==> src/hdl/cga_pkg.sv <==
package cga_pkg;

    localparam int MAX_ORDER   = 512;
    localparam int ORDER_W     = $clog2(MAX_ORDER) + 1;
    localparam int ELEM_W      = $clog2(MAX_ORDER);
    localparam int WORD_W      = 64;
    localparam int BIT_W       = $clog2(WORD_W);
    localparam int NUM_WORDS   = (MAX_ORDER + WORD_W - 1) / WORD_W;
    localparam int WIDX_W      = 3;
    localparam int WCNT_W      = WIDX_W + 1;
    localparam int TADDR_W     = 2 * ELEM_W;
    localparam int QUEUE_DEPTH = 2;
    localparam int QPTR_W      = $clog2(QUEUE_DEPTH);
    localparam int QCNT_W      = $clog2(QUEUE_DEPTH + 1);

    localparam logic [1:0] KIND_TABLE_WR = 2'd0;
    localparam logic [1:0] KIND_SET_WR   = 2'd1;
    localparam logic [1:0] KIND_QUERY    = 2'd2;
    localparam logic [1:0] KIND_NONE     = 2'd3;

    localparam logic [1:0] STAT_OK     = 2'd0;
    localparam logic [1:0] STAT_VALUE  = 2'd1;
    localparam logic [1:0] STAT_BEYOND = 2'd2;
    localparam logic [1:0] STAT_INDEX  = 2'd3;

    typedef struct packed {
        logic [1:0]        kind;
        logic [1:0]        status;
        logic [ELEM_W-1:0] table_row;
        logic [ELEM_W-1:0] table_column;
        logic [ELEM_W-1:0] table_value;
        logic [WIDX_W-1:0] word_index;
        logic [WORD_W-1:0] set_word;
        logic [ELEM_W-1:0] query_vertex;
    } t_cmd;

endpackage

==> src/hdl/cga_front.sv <==
module cga_front import cga_pkg::*; (
    input  logic               i_clk,
    input  logic               i_rst_n,
    input  logic               i_valid,
    output logic               o_stall,
    input  logic [1:0]         i_kind,
    input  logic [ELEM_W-1:0]  i_table_row,
    input  logic [ELEM_W-1:0]  i_table_column,
    input  logic [ELEM_W-1:0]  i_table_value,
    input  logic [WIDX_W-1:0]  i_word_index,
    input  logic [WORD_W-1:0]  i_set_word,
    input  logic [ELEM_W-1:0]  i_query_vertex,
    input  logic [ORDER_W-1:0] i_grp_order,
    input  logic               i_q_full,
    output logic               o_q_push,
    output t_cmd               o_q_cmd
);

    logic [ORDER_W-1:0] w_words_sum;
    logic [WCNT_W-1:0]  w_words;
    logic [WCNT_W-1:0]  w_widx;
    logic [BIT_W-1:0]   w_tail_bits;
    logic [WORD_W-1:0]  w_tail_mask;
    logic [1:0]         w_status;

    assign w_words_sum = i_grp_order + ORDER_W'(WORD_W - 1);
    assign w_words     = w_words_sum[ORDER_W-1:BIT_W];
    assign w_widx      = {1'b0, i_word_index};
    assign w_tail_bits = i_grp_order[BIT_W-1:0];
    assign w_tail_mask = (w_tail_bits == '0) ? '1
                       : ((WORD_W'(1) << w_tail_bits) - WORD_W'(1));

    always_comb begin
        case (i_kind)
            KIND_TABLE_WR: begin
                if ({1'b0, i_table_row} >= i_grp_order
                        || {1'b0, i_table_column} >= i_grp_order) begin
                    w_status = STAT_INDEX;
                end else if ({1'b0, i_table_value} >= i_grp_order) begin
                    w_status = STAT_VALUE;
                end else begin
                    w_status = STAT_OK;
                end
            end
            KIND_SET_WR: begin
                if (w_widx >= w_words) begin
                    w_status = STAT_INDEX;
                end else if (w_widx == w_words - WCNT_W'(1)
                        && (i_set_word & ~w_tail_mask) != '0) begin
                    w_status = STAT_BEYOND;
                end else begin
                    w_status = STAT_OK;
                end
            end
            KIND_QUERY: begin
                if ({1'b0, i_query_vertex} >= i_grp_order || w_widx >= w_words) begin
                    w_status = STAT_INDEX;
                end else begin
                    w_status = STAT_OK;
                end
            end
            default: begin
                w_status = STAT_INDEX;
            end
        endcase
    end

    assign o_stall  = i_q_full;
    assign o_q_push = i_valid && !i_q_full;

    always_comb begin
        o_q_cmd.kind         = i_kind;
        o_q_cmd.status       = w_status;
        o_q_cmd.table_row    = i_table_row;
        o_q_cmd.table_column = i_table_column;
        o_q_cmd.table_value  = i_table_value;
        o_q_cmd.word_index   = i_word_index;
        o_q_cmd.set_word     = i_set_word;
        o_q_cmd.query_vertex = i_query_vertex;
    end

    assert property (@(posedge i_clk) disable iff (!i_rst_n)
        (o_q_push && i_kind == KIND_NONE) |-> (o_q_cmd.status == STAT_INDEX))
        else $error("unknown kind not flagged");

endmodule

==> config.mk <==
export PLATFORM = sky130hd
export DESIGN_NAME = cga_front
export DESIGN_NICKNAME = d
export VERILOG_FILES = /design/src/hdl/cga_pkg.sv /design/src/hdl/cga_front.sv
export SDC_FILE = /design/constraint.sdc
export NUM_CORES = 1
export LEC_CHECK = 0
export BUFFER_PORTS_ARGS = -buffer_cell sky130_fd_sc_hd__buf_2
export CORE_UTILIZATION = 40
export DETAILED_ROUTE_END_ITERATION = 8
export PLACE_DENSITY = 0.74
export SYNTH_ARGS = -nofsm -noshare
export SYNTH_HDL_FRONTEND = slang
export SYNTH_SLANG_ARGS = --single-unit
==> constraint.sdc <==
create_clock -name vclk -period 13.92
set_input_delay 2.784 -clock vclk [all_inputs]
set_output_delay 2.784 -clock vclk [all_outputs]
set_load 0.01 [all_outputs]
Word-level counts from Yosys, hierarchy flattened
Cells that the tools add are included.
- bits in registers: 0
- input port bits: 119
- output and inout port bits: 109
- word-level logic and storage cells: 29
- $add $sub $neg: 3
- order comparisons: 5
- equality and inequality tests: 3
- shift-type cells: 1
- mux-type cells: 7
- bitwise operators: 2
- reductions and logical operators: 8
- operators by type and width (operator ; number):
    $and 64x64->64 ; 1
    $mux 64 ; 1
    $not 64->64 ; 1
    $reduce_bool 64->1 ; 1
    $shl 1x6->64 const A ; 1
    $sub 64x1->64 const B ; 1
    $ge 9x10->1 ; 4
    $add 10x6->10 const B ; 1
    $mux 2 ; 4
    $logic_not 6->1 ; 1
    $pmux 2 s3 ; 1
    $eq 3x4->1 ; 1
    $ge 3x4->1 ; 1
    $sub 4x1->4 const B ; 1
    $eq 2x1->1 const B ; 1
    $eq 2x2->1 const B ; 1
    $logic_and 1x1->1 ; 2
    $logic_not 2->1 ; 1
    $logic_or 1x1->1 ; 2
    $logic_not 1->1 ; 1
    $mux 1 ; 1

Depth between registers and ports, before layout
- word-level depth: 10
- gate-level depth with buffers: 16

Least setup slack after synthesis
OpenSTA, ideal clock, no wires.
- kind: in2out
- from: in i_grp_order[1]
- to: out o_q_cmd[104] in the netlist's numbering
- arrival: 5.821 ns
- required time: 11.136 ns
- setup slack: 5.315 ns
- stages: 15
- path buffers: 4
- cells stage by stage: buf_6 > buf_2 > clkbuf_1 > or2_2 > or3_1 > ha_1 > clkbuf_1 > nand2_1 > o32ai_4 > xor2_1 > a22o_1 > a2111oi_0 > nand4_1 > o311ai_1 > nand3_1
- RTL lines (item ; RTL line ; RTL):
    start, declared ; cga_front.sv:13 ; input logic [ORDER_W-1:0] i_grp_order,
    end, declared ; cga_front.sv:16 ; output t_cmd o_q_cmd

==> flow_summary_export.csv <==
group,metric,value,unit
run_status,status,"completed",
yosys,yosysTopAreaCellShare,24.42,%
finish,final_nets,730,
floorplan,fp-row-count,33,
drt,via_count,3787,
sta,setup_ws,3.921,ns
finish,seqCellArea,0,µm²
clocking,ctsHoldBuffers,0,
power,power.total,0.0001177,W
grt,grt_max_degree,34,
worst_setup_path,start_kind,"input port",
job,drv_cap,0,
drt,viasPerCell,5.627,
placed_design,dpl.hpwl,9024,µm
yosys,syn-cell-area,3351,µm²
power,ir_drop,0.01482,mV
grt,grt_pass1_wl,16700,µm
finish,synthToLayoutAreaGrowth,9.709,%
sta,slew_headroom,51.08,%
sta,tns,0,ns
placed_design,gp_congestion,0.9434,
finish,clock_buffer_count,0,
clocking,cts_resized,0,
floorplan,die_width,93.53,µm
worst_setup_path,arrival,7.21,ns
yosys,synthTopCellsByArea,"buf_4 (24%), ha_1 (15%), o21ai_0 (5.1%)",
finish,layout-drive-gt1-share,41.37,%
floorplan,die_area,8747,µm²
hold_path,hold_class,"input port to output pin",
worst_setup_path,end_kind,"output pin",
sta,fmax,0.1000,GHz
yosys,synthCells,476,
grt,antenna_found_initial,0,
sta,rsz0062_at_grt,"no",
sta,finalHoldViolCount,0,
drt,drt-initial-drc-count,255,
power,powerDensity,32.01,nW/µm²
placed_design,dp_slack,3.952,ns
sta,tightest_slew,0.7323,ns
sta,finalSetupViolations,0,
yosys,ys_seq_area_share,0,%
clocking,post_cts_buffers,0,
drt,drc,0,
yosys,syn_avg_cell_area,7.039,µm²
power,power_leakage,1.857,nW
sta,fin_crit_sh,71.83,%
sta,slew_violations,0,
yosys,yosys_warnings,0,
drt,dr.pass1.iters,5,
yosys,syn_nets,636,
drt,ant_nets,0,
floorplan,die_h,93.53,µm
grt,gr-total-overflow,0,
worst_setup_path,required,11.14,ns
drt,wl_per_cell,16.85,µm
yosys,yosysTopAreaCell,"buf_4",
grt,grt_pass1_vias,3346,
placed_design,placed_cell_area,3676,µm²
hold_path,whs_path_depth,0,
sta,finalCriticalPeriod,9.999,ns
sta,whs,5.568,ns
grt,grt_usage,24.00,%
floorplan,start_util,40.99,%
worst_setup_path,cp_max_fo,26,
yosys,synth.distinct_cells,71,
worst_setup_path,crit_type,"input port to output pin",
finish,final_cell_area,3676,µm²
floorplan,io_pins,228,
drt,finalWirelength,11340,µm
finish,seq_cell_count,0,
placed_design,io_buffers,224,
floorplan,core_region_area,8175,µm²
finish,antenna_cells,0,
[layout by cell type (no fill, tap or decap), types with 5 or more instances in the layout]
cell type    n
a2111oi_0    5
a21oi_1     27
o21ai_0     34
a31oi_1      5
o2111ai_1    6
and3_1       5
nand3_1     16
xnor2_1     12
nor3_1       8
nor2b_1      7
buf_2      224
nand2b_1     9
xor2_1       5
ha_1        41
inv_1       17
a21o_1       9
nor2_1      24
nand2_1     23
nand4_1      8
[through the flow]
step	std cells	utilization [%]
final	673	44.96
after global routing	673	44.96
after CTS	673	44.96
after detailed placement	673	44.96
after global placement	673	44.96
after floorplan	476	-
[layout make-up]
class | count | area (µm²)
Tap cell | 105 | 131.4
Fill cell | 878 | 4499
Inverter | 20 | 75.07
Multi-Input combinational cell | 323 | 2341
Timing Repair Buffer | 225 | 1129
[power by group]
part           total, W  switching (W)  internal [W]
clock network         0              0             0
registers             0              0             0
logic          0.000118      0.0000670     0.0000506
total          0.000118      0.0000670     0.0000506
[cell families after synthesis]
kind of cell               Yosys count  share of synthesized area [%]
muxes                                1                         0.2987
buffers and inverters              153                          30.13
xor gates and xnor gates            17                          4.444
AOI/OAI and AO/OA                  131                          27.18
and+or+nand+nor                    131                          22.03
adders and majority gates           43                          15.91
[cells in the mapped netlist, types with 3 or more instances]
library cell / number
buf_4: 109
nand2_1: 23
a211o_1: 3
o211ai_1: 3
nand4_1: 8
inv_1: 17
or4_1: 3
nor4_1: 3
or3_1: 4
ha_1: 41
a21o_1: 9
xnor2_1: 12
a31oi_1: 5
o21ai_0: 34
nor3_1: 8
nand3_1: 16
a21oi_1: 27
a22oi_1: 4
nor2b_1: 7
nor2_1: 24
a2111oi_0: 5
a32oi_1: 4
nand2b_1: 9
and2_1: 3
nor4b_1: 3
xor2_1: 5
a211oi_1: 3
and3_1: 5
o2111ai_1: 6
clkbuf_1: 13
o221ai_1: 3
buf_2: 8
[routing by layer]
metal / up-vias / track usage (%) / wire length (µm) / part of all wire, %
met3: 16 / 0.2439 / 721 / 6.4
met2: 196 / 41.73 / 5385 / 47
li1: 1839 / - / - / -
met1: 1736 / 33.53 / 5069 / 45
met4: 0 / 3.974 / 167 / 1.5
met5: - / 0 / 0 / 0
[critical path, cell delays in order]
cell,delay (ns)
buf_2,0.38
clkinv_1,0.55
nand3_1,0.43
ha_1,0.22
clkinv_1,0.50
o32ai_4,0.65
xor2_1,0.14
a22o_1,0.24
a2111oi_0,0.44
nand4_1,0.19
o311ai_1,0.38
nand3_1,0.12
buf_2,0.16
[path summary, 6_finish.rpt]
path,start,end,slack (ns)
worst max-delay path,i_grp_order[5],o_q_cmd[104],3.92
worst min-delay path,i_set_word[0],o_q_cmd[9],5.57
No activity file was read; power rests on OpenSTA's default activity.
