--- src/hdl/cga_pkg.sv ---
package cga_pkg;

    localparam int MAX_ORDER   = 512;
    localparam int ORDER_W     = $clog2(MAX_ORDER) + 1;
    localparam int ELEM_W      = $clog2(MAX_ORDER);
    localparam int WORD_W      = 64;
    localparam int BIT_W       = $clog2(WORD_W);
    localparam int NUM_WORDS   = (MAX_ORDER + WORD_W - 1) / WORD_W;
    localparam int WIDX_W      = 3;
    localparam int WCNT_W      = WIDX_W + 1;
    localparam int TADDR_W     = 2 * ELEM_W;
    localparam int QUEUE_DEPTH = 2;
    localparam int QPTR_W      = $clog2(QUEUE_DEPTH);
    localparam int QCNT_W      = $clog2(QUEUE_DEPTH + 1);

    localparam logic [1:0] KIND_TABLE_WR = 2'd0;
    localparam logic [1:0] KIND_SET_WR   = 2'd1;
    localparam logic [1:0] KIND_QUERY    = 2'd2;
    localparam logic [1:0] KIND_NONE     = 2'd3;

    localparam logic [1:0] STAT_OK     = 2'd0;
    localparam logic [1:0] STAT_VALUE  = 2'd1;
    localparam logic [1:0] STAT_BEYOND = 2'd2;
    localparam logic [1:0] STAT_INDEX  = 2'd3;

    typedef struct packed {
        logic [1:0]        kind;
        logic [1:0]        status;
        logic [ELEM_W-1:0] table_row;
        logic [ELEM_W-1:0] table_column;
        logic [ELEM_W-1:0] table_value;
        logic [WIDX_W-1:0] word_index;
        logic [WORD_W-1:0] set_word;
        logic [ELEM_W-1:0] query_vertex;
    } t_cmd;

endpackage

--- src/hdl/cga_queue.sv ---
module cga_queue import cga_pkg::*; (
    input  logic i_clk,
    input  logic i_rst_n,
    input  logic i_push,
    input  t_cmd i_cmd,
    output logic o_full,
    input  logic i_pop,
    output t_cmd o_cmd,
    output logic o_empty
);

    t_cmd              r_mem [QUEUE_DEPTH];
    logic [QPTR_W-1:0] r_wr_ptr;
    logic [QPTR_W-1:0] r_rd_ptr;
    logic [QCNT_W-1:0] r_count;

    assign o_full  = (r_count == QCNT_W'(QUEUE_DEPTH));
    assign o_empty = (r_count == '0);
    assign o_cmd   = r_mem[r_rd_ptr];

    always_ff @(posedge i_clk) begin
        if (i_push) begin
            r_mem[r_wr_ptr] <= i_cmd;
        end
    end

    always_ff @(posedge i_clk) begin
        if (!i_rst_n) begin
            r_wr_ptr <= '0;
            r_rd_ptr <= '0;
            r_count  <= '0;
        end else begin
            if (i_push) begin
                r_wr_ptr <= r_wr_ptr + QPTR_W'(1);
            end
            if (i_pop) begin
                r_rd_ptr <= r_rd_ptr + QPTR_W'(1);
            end
            case ({i_push, i_pop})
                2'b10:   r_count <= r_count + QCNT_W'(1);
                2'b01:   r_count <= r_count - QCNT_W'(1);
                default: r_count <= r_count;
            endcase
        end
    end

    assert property (@(posedge i_clk) disable iff (!i_rst_n)
        r_count <= QCNT_W'(QUEUE_DEPTH))
        else $error("queue count beyond depth");

endmodule

--- config.mk ---
export PLATFORM = sky130hd
export DESIGN_NAME = cga_queue
export DESIGN_NICKNAME = d
export VERILOG_FILES = /design/src/hdl/cga_pkg.sv /design/src/hdl/cga_queue.sv
export SDC_FILE = /design/constraint.sdc
export NUM_CORES = 1
export LEC_CHECK = 0
export ABC_AREA = 1
export BUFFER_PORTS_ARGS = -buffer_cell sky130_fd_sc_hd__clkbuf_2
export CAP_MARGIN = 20
export CORE_UTILIZATION = 56
export DETAILED_ROUTE_END_ITERATION = 10
export GPL_TIMING_DRIVEN = 0
export PLACE_DENSITY = 0.91
export SKIP_LAST_GASP = 1
export SLEW_MARGIN = 40
export SYNTH_ARGS = -nofsm -noshare
export SYNTH_HDL_FRONTEND = slang
export SYNTH_SLANG_ARGS = --single-unit
--- constraint.sdc ---
create_clock -name i_clk -period 17.24 [get_ports i_clk]
set_input_delay 5.172 -clock i_clk [delete_from_list [all_inputs] [get_ports i_clk]]
set_output_delay 5.172 -clock i_clk [all_outputs]
set_load 0.01 [all_outputs]
# Word-level counts from Yosys, hierarchy flattened
# Memories as Yosys holds them, arrays and structs flattened. A register that Yosys moved wholly into a read port is not among the register bits.
# Index checks and enable logic that the tools add are counted.
# classes
add_sub_neg,4
multipliers,0
div_mod_pow,0
magnitude_cmp,0
n_eq_ne,3
shift,0
muxes,5
bitwise,0
reduce_logical,2
# ops
operator,count
$eq A2 B2 Y1 const B,2
$mux W1,4
$pmux W2 S2,1
$add A1 B1 Y1 const B,2
$add A2 B1 Y2 const B,1
$eq A2 B1 Y1 const B,1
$logic_not A2 Y1,1
$reduce_bool A2 Y1,1
$sub A2 B1 Y2 const B,1
# totals
reg_bits,4
latch_bits,0
mem_bits_rw,214
romBits,0
in_bits,111
out_inout_bits,109
elab_cells,18
n_memories,1
# memory_table
memory,depth,word_bits,read_ports,rd_clocked_by_memory_dff,wr,line,rtl
r_mem,2,107,1,1,1,cga_queue.sv:12,t_cmd r_mem [QUEUE_DEPTH];

# Depth between registers and ports, before layout
# Gate-level depths: netlist (run 1).
# logic_depth
word_depth,3
ltp_mapped,7
mapped_depth_nobuf,7

# Worst setup path after synthesis (run 1)
# OpenSTA, ideal clock, no wires.
# synth_timing
path_kind,input-to-reg
from,in i_push
to,"mem r_mem[0][0] (netlist name), enable pin"
setup_time_ns,0.577
arrival_time_ns,9.713
t_required_ns,16.663
path_slack_ns,6.950
cell_stages,2
n_path_buf,0
path_cell_list,inv_1 > nor2_1
# synth_via
elab_chain_len,2
# synth_rtl
element,line,rtl
start: declaration,cga_queue.sv:4,"input logic i_push,"
$mux W1,cga_queue.sv:22,if (i_push) begin
$mux W1 (not written as such),cga_queue.sv:23,r_mem[r_wr_ptr] <= i_cmd;
end: declaration,cga_queue.sv:12,
# Every way passes these cells.

==> results.json, run 1 <==
{
  "syn_inst": 368,
  "grt_max_degree": 60,
  "rsz0062_at_grt": "false",
  "start_util_pct": 57.6,
  "dr.pass1.iters": 4,
  "grt_overflow_total": 0,
  "post_cts_buffers": 0,
  "worstPathMaxFanout": 10,
  "slew_viol_final": 0,
  "avgViaCountPerCell": 5.16,
  "netlist_area_um2": 8060,
  "drive_gt1_share_pct": 58.9,
  "cpMostUsedCell": "buf_6",
  "grt_pass1_wl_um": 21200,
  "ys_warn_count": 0,
  "finalCriticalPeriod_ns": 6.95,
  "tns_ns": 0,
  "antenna_found_initial": 0,
  "status": "complete, no violations",
  "diodes": 0,
  "min_period_over_period_pct": 40.3,
  "cap_violations": 0,
  "first_global_vias": 4324,
  "io_pins": 220,
  "critPathCaptureType": "output port",
  "std_cell_rows": 43,
  "clkTransAtPathRegs_ns": 0.06,
  "cts_hold_buf": 0,
  "crit_slowest_cell": "dfxtp_1",
  "worstHoldStart": "r_rd_ptr$_SDFFE_PN0P_",
  "die-area_um2": 14900,
  "syn_area_per_cell_um2": 21.9,
  "cts_buffer_depth": 3,
  "synth_seq_cells": 219,
  "peakVddDrop_mv": 0.0959,
  "clock-sinks": 219,
  "fin_nets": 731,
  "relSlewSlack_pct": 73.8,
  "power_switching_w": 0.000238,
  "wl_per_cell_um": 17.6,
  "cts_root_buf": "clkbuf_16",
  "required_ns": 12.07,
  "cts_inserted_buffers": 22,
  "core_area_um2": 14000,
  "cp_top_family": "buffers and inverters",
  "die_x_um": 122,
  "p_clk_share_pct": 36.4,
  "finClkSkew_ns": 0.00593,
  "drtAntennaViolNets": 0,
  "swShare_pct": 20.5,
  "drc": 0,
  "seq_power_share_pct": 53.5,
  "drt_iter0_drc": 243,
  "crit_chain": "buf_6, buf_6, buf_6, mux2_4, clkbuf_2",
  "synth.yosys.seq_area_share_pct": 81.0,
  "cts_tree": "yes",
  "cts_max_level": 1,
  "fin_cells": 813,
  "p_leak_nw": 4.01,
  "dp_hpwl_um": 10000,
  "finalHoldViolations": 0,
  "clk_latency_ns": 0.48,
  "port_buffers": 219,
  "vias": 4197,
  "r2r-start": "r_wr_ptr$_SDFFE_PN0P_",
  "setup_viol": 0,
  "worstMarginPinSlew_ns": 0.392,
  "max_freq_ghz": 0.144,
  "pwr-share-comb_pct": 10.1,
  "wl_um": 14300,
  "syn_nets": 480,
  "grt_use_total_pct": 18.9,
  "cp_num_buf_inv": 4,
  "crit_path_start_kind": "flip-flop",
  "post-place-cells": 775,
  "intPower_w": 0.000927,
  "area_growth_pct": 26.6,
  "slowest_delay_ns": 0.32,
  "place_ws_ns": 10.51,
  "powerDensity_nw_per_um2": 114,
  "cts_resized": 0,
  "hold_class": "reg2reg",
  "yosysUniqueCellTypes": 13,
  "arrival_ns": 1.78,
  "gp_congestion": 0.707,
  "die_h_um": 122,
  "layout_setup_ws_ns": 10.29,
  "path_class": "reg2out"
}
-- tightest hold or removal path: cells and delay by family (launching register included) --
family,cells,cell delay [ns]
flops,1,0.33
simple gates,2,0.14
-- per-stage QoR --
stage	hold WS [ns]	utilization [%]	power (W)	instance area (um^2)
final	0.497	73.0	0.00117	10200
after global routing	0.547	73.0	0.00121	10200
after CTS	0.497	73.0	0.00118	10200
after detailed placement	0.484	68.3	0.000753	9560
after global placement	0.479	67.1	0.000746	9380
after floorplan	0.463	-	0.000699	8060
-- kinds of logic (layout without fill, tap and decap cells) --
| family | Yosys count | after routing | share of synthesized area, % |
|---|---|---|---|
| muxes | 107 | 107 | 16.3 |
| adders and majority gates | 1 | 1 | 0.155 |
| DFF | 219 | 219 | 81.0 |
| and+or+nand+nor | 21 | 21 | 1.01 |
| AOI/OAI and AO/OA | 2 | 2 | 0.124 |
| buffers and inverters | 18 | 283 | 1.41 |
-- layout make-up --
type | instances | area, um^2
Sequential cell | 219 | 6530
Fill cell | 877 | 3780
Multi-Input combinational cell | 131 | 1430
Timing Repair Buffer | 227 | 1250
Clock buffer | 36 | 644
Tap cell | 180 | 225
Buffer | 12 | 91.3
Inverter | 6 | 30.0
Clock inverter | 2 | 7.51
-- state kept, by name, indices dropped and copies added (netlist names), named ones only --
register	count
r_count	2
r_mem	214
r_wr_ptr	1
r_rd_ptr	1
-- layer usage --
metal | part of all wire, % | vias up | wire length [um] | global-route usage [%]
li1 | - | 1949 | - | -
met2 | 52 | 169 | 7470 | 33.8
met5 | 0 | - | 0 | 0
met4 | 3.1 | 0 | 436 | 7.95
met1 | 37 | 2046 | 5340 | 21.4
met3 | 7.3 | 33 | 1040 | 4.68
-- power groups by stage --
stage / Combinational (W) / Sequential (W) / Clock (W)
after global placement: 0.000108 / 0.000638 / 0
after CTS: 0.000119 / 0.000624 / 0.000436
after detailed placement: 0.000119 / 0.000635 / 0
final: 0.000117 / 0.000624 / 0.000425
after global routing: 0.000127 / 0.000625 / 0.000455
after floorplan: 0.0000640 / 0.000635 / 0
-- cells in the mapped netlist (all sizes together) --
cell	count	area share, %
a21oi	1	0.062
mux2	107	16
inv	6	0.28
dfxtp	5	1.2
nand2	8	0.37
ha	1	0.16
nand4	1	0.078
o21ai	1	0.062
nor2	12	0.56
edfxtp	214	80
buf	12	1.1
-- path summary, 6_finish.rpt --
kind,endpoint,cells after the start,slack [ns]
hold / removal,flip-flop,2,0.50
setup reg to reg,r_mem[0][58]$_DFFE_PP_,5,15.52
hold reg to reg,flip-flop,2,0.50
setup / recovery,o_cmd[82],5,10.29
-- placed cells by master, fill, tap and decap left out, drive strengths merged, types with 2 or more instances in the layout --
master / n
edfxtp: 214
mux2: 107
clkbuf: 255
inv: 6
clkinv: 2
buf: 20
nand2: 8
dfxtp: 5
nor2: 12
Power figures use the tool's default switching activity.
==> run 2: changes to the inputs <==
--- a/config.mk
+++ b/config.mk
@@ -5,13 +5,13 @@
 export SDC_FILE = /design/constraint.sdc
 export NUM_CORES = 1
 export LEC_CHECK = 0
-export ABC_AREA = 1
+export ABC_AREA = 0
 export BUFFER_PORTS_ARGS = -buffer_cell sky130_fd_sc_hd__clkbuf_2
 export CAP_MARGIN = 20
-export CORE_UTILIZATION = 56
+export CORE_UTILIZATION = 47
 export DETAILED_ROUTE_END_ITERATION = 10
 export GPL_TIMING_DRIVEN = 0
-export PLACE_DENSITY = 0.91
+export PLACE_DENSITY = 0.82
 export SKIP_LAST_GASP = 1
 export SLEW_MARGIN = 40
 export SYNTH_ARGS = -nofsm -noshare
==> constraint.sdc (replaced) <==
create_clock -name i_clk -period 5.9 [get_ports i_clk]
set_input_delay 1.77 -clock i_clk [delete_from_list [all_inputs] [get_ports i_clk]]
set_output_delay 1.77 -clock i_clk [all_outputs]
set_load 0.01 [all_outputs]
==> run 2 against run 1 <==
  * Routed wire length rose by 3.7%
  * Critical endpoint is now o_cmd[85]
  * Core utilization fell by 11 points
  * Sequential share of layout area down 0.30 points
  * Power rose to 3.1 times the previous value
  * Cell area up 0.48%
  * Non-clock buffer count up 2
==> results.json, run 2 <==
{
  "status": "complete, no violations",
  "setup_viol": 0,
  "vias": 4148,
  "synth_top_area_share_pct": 80.9,
  "wl_per_cell_um": 17.6,
  "start_util_pct": 48.0,
  "relSlewSlack_pct": 72.7,
  "cap_violations": 0,
  "worstMarginPinSlew_ns": 0.409,
  "gp_congestion": 0.742,
  "regMostFlops": "r_mem",
  "largest_reg_flops": 214,
  "final_cell_mix": "clkbuf_2, edfxtp_1, mux2_2",
  "seq_power_share_pct": 50.5,
  "path_class": "reg2out",
  "drive_gt1_share_pct": 61.1,
  "synth_top_cells_by_area": "edfxtp_1, mux2_2, dfxtp_1, buf_6, buf_2",
  "cts_inserted_buffers": 23,
  "finClkSkew_ns": 0.0290,
  "fin_util_pct": 62.1,
  "wl_um": 14800,
  "cts_buffer_depth": 3,
  "io_pins": 220,
  "rrSetupSlack_ns": 4.30,
  "min_path_cells": 2,
  "slew_viol_final": 0,
  "timing.rr.end": "r_mem[0][65]$_DFFE_PP_",
  "drtAntennaViolNets": 0,
  "ys_async_sr_fraction_pct": 0,
  "final_area_um2": 10300,
  "synth.most_common_cell": "edfxtp_1",
  "fin_cells": 844,
  "intPower_w": 0.00283,
  "finalHoldViolations": 0,
  "dr.pass1.iters": 5,
  "worstHoldEndpoint": "r_count[1]$_SDFFE_PN0P_",
  "fill_cells": 1197,
  "swShare_pct": 21.4,
  "synth_seq_cells": 219,
  "peakVddDrop_mv": 0.294,
  "syn_nets": 467,
  "grt_overflow_total": 0,
  "grt_pass1_wl_um": 23200,
  "largestRegisters": "r_mem (214), r_count (2)",
  "layout_setup_ws_ns": 2.33,
  "pwr-share-comb_pct": 10.4,
  "clk_latency_ns": 0.51,
  "drc": 0,
  "r2r-start": "r_wr_ptr$_SDFFE_PN0P_",
  "crit_path_start_kind": "flip-flop",
  "powerDensity_nw_per_um2": 350,
  "p_clk_share_pct": 39.1,
  "finalCriticalPeriod_ns": 3.57,
  "grt_max_degree": 38,
  "worstPathMaxFanout": 10,
  "final_common_cell": "clkbuf_2",
  "area_growth_pct": 29.2,
  "clock-sinks": 219,
  "required_ns": 4.13,
  "diodes": 0,
  "core_area_um2": 16500,
  "netlist_area_um2": 7940,
  "critPathCaptureType": "output port",
  "power_switching_w": 0.000768,
  "hold_class": "reg2reg",
  "syn_inst": 355,
  "fin_nets": 721,
  "port_buffers": 219,
  "cts_max_level": 1,
  "die-area_um2": 17400,
  "first_global_vias": 4511,
  "worstHoldStart": "r_count[1]$_SDFFE_PN0P_",
  "yosysUniqueCellTypes": 18,
  "clkTransAtPathRegs_ns": 0.06,
  "synth_edf_count": 214,
  "cts_root_buf": "clkbuf_16",
  "min_period_over_period_pct": 60.6,
  "place_area_um2": 9520,
  "synth.yosys.seq_area_share_pct": 82.2,
  "synth_common_cells": "edfxtp_1, mux2_2, buf_2",
  "p_leak_nw": 3.93,
  "cts_hold_buf": 0,
  "cts_resized": 0,
  "place_ws_ns": 2.68,
  "post-place-cells": 804,
  "cts_tree": "yes",
  "avgViaCountPerCell": 4.91,
  "max_freq_ghz": 0.280,
  "ys_warn_count": 0,
  "synth_flop_cell": "edfxtp_1",
  "std_cell_rows": 47,
  "arrival_ns": 1.80,
  "post_cts_buffers": 0,
  "drt_iter0_drc": 140,
  "synth_top_cell_by_area": "edfxtp_1",
  "die_x_um": 132,
  "antenna_found_initial": 0,
  "syn_area_per_cell_um2": 22.4,
  "die_h_um": 132,
  "dp_hpwl_um": 10500,
  "rsz0062_at_grt": "false",
  "grt_use_total_pct": 17.1,
  "reg2regPathDepth": 4
}
run 2: stage by stage:
step           hold WS (ns)  setup TNS [ns]  total power [W]
2_1_floorplan         0.466               0          0.00205
3_3_place_gp          0.479          -56.31          0.00220
3_5_place_dp          0.492               0          0.00223
4_1_cts               0.521               0          0.00364
5_1_grt               0.551               0          0.00372
6_report              0.522               0          0.00359
run 2: worst max-delay path by stage:
stage / start / to / slack (ns) / cells past startpoint
after global placement: i_push / r_mem[0][62]$_DFFE_PP_ / -0.49 / 3
after global routing: flip-flop / o_cmd[85] / 2.24 / 5
after detailed placement: i_push / r_mem[0][82]$_DFFE_PP_ / 2.68 / 6
after CTS: flip-flop / o_cmd[85] / 2.27 / 5
final: flip-flop / o_cmd[85] / 2.33 / 5
after floorplan: i_push / r_mem[0][0]$_DFFE_PP_ / 0.86 / 2
run 2: layout make-up:
type                            instances  area, um^2  area share [%]
Sequential cell                       219        6530            63.6
Clock inverter                         12         139            1.35
Clock buffer                           28         594            5.79
Multi-Input combinational cell        123        1330            12.9
Inverter                                1        3.75          0.0366
Buffer                                 12        91.3           0.891
Tap cell                              220         275            2.68
Timing Repair Buffer                  229        1300            12.7
run 2: power groups by stage:
stage	clock network (W)	logic, W	registers [W]
detailed placement	0	0.000378	0.00185
floorplan	0	0.000200	0.00185
finish	0.00140	0.000374	0.00182
global placement	0	0.000343	0.00185
CTS	0.00144	0.000381	0.00182
global route	0.00149	0.000402	0.00182
run 2: logic make-up after synthesis:
kind of cell    Yosys count  share of synthesized area [%]
mux                     107                           15.2
simple gates              9                          0.678
flops                   219                           82.2
fa+ha+maj                 1                          0.158
xor+xnor                  3                          0.331
compound gates            3                          0.252
buf+inv                  13                           1.20
run 2: worst max-delay path: stages, from the launching register on:
cell      delay (ns)
dfxtp_1         0.32
buf_6           0.14
buf_6           0.17
buf_6           0.17
mux2_2          0.35
clkbuf_2        0.14
run 2: metal layers:
layer / vias up / wire, um / GRT usage (%)
met2: 151 / 7550 / 30.1
met1: 2043 / 5950 / 20.4
met3: 31 / 973 / 4.08
li1: 1923 / - / -
met5: - / 0 / 0
met4: 0 / 342 / 6.14
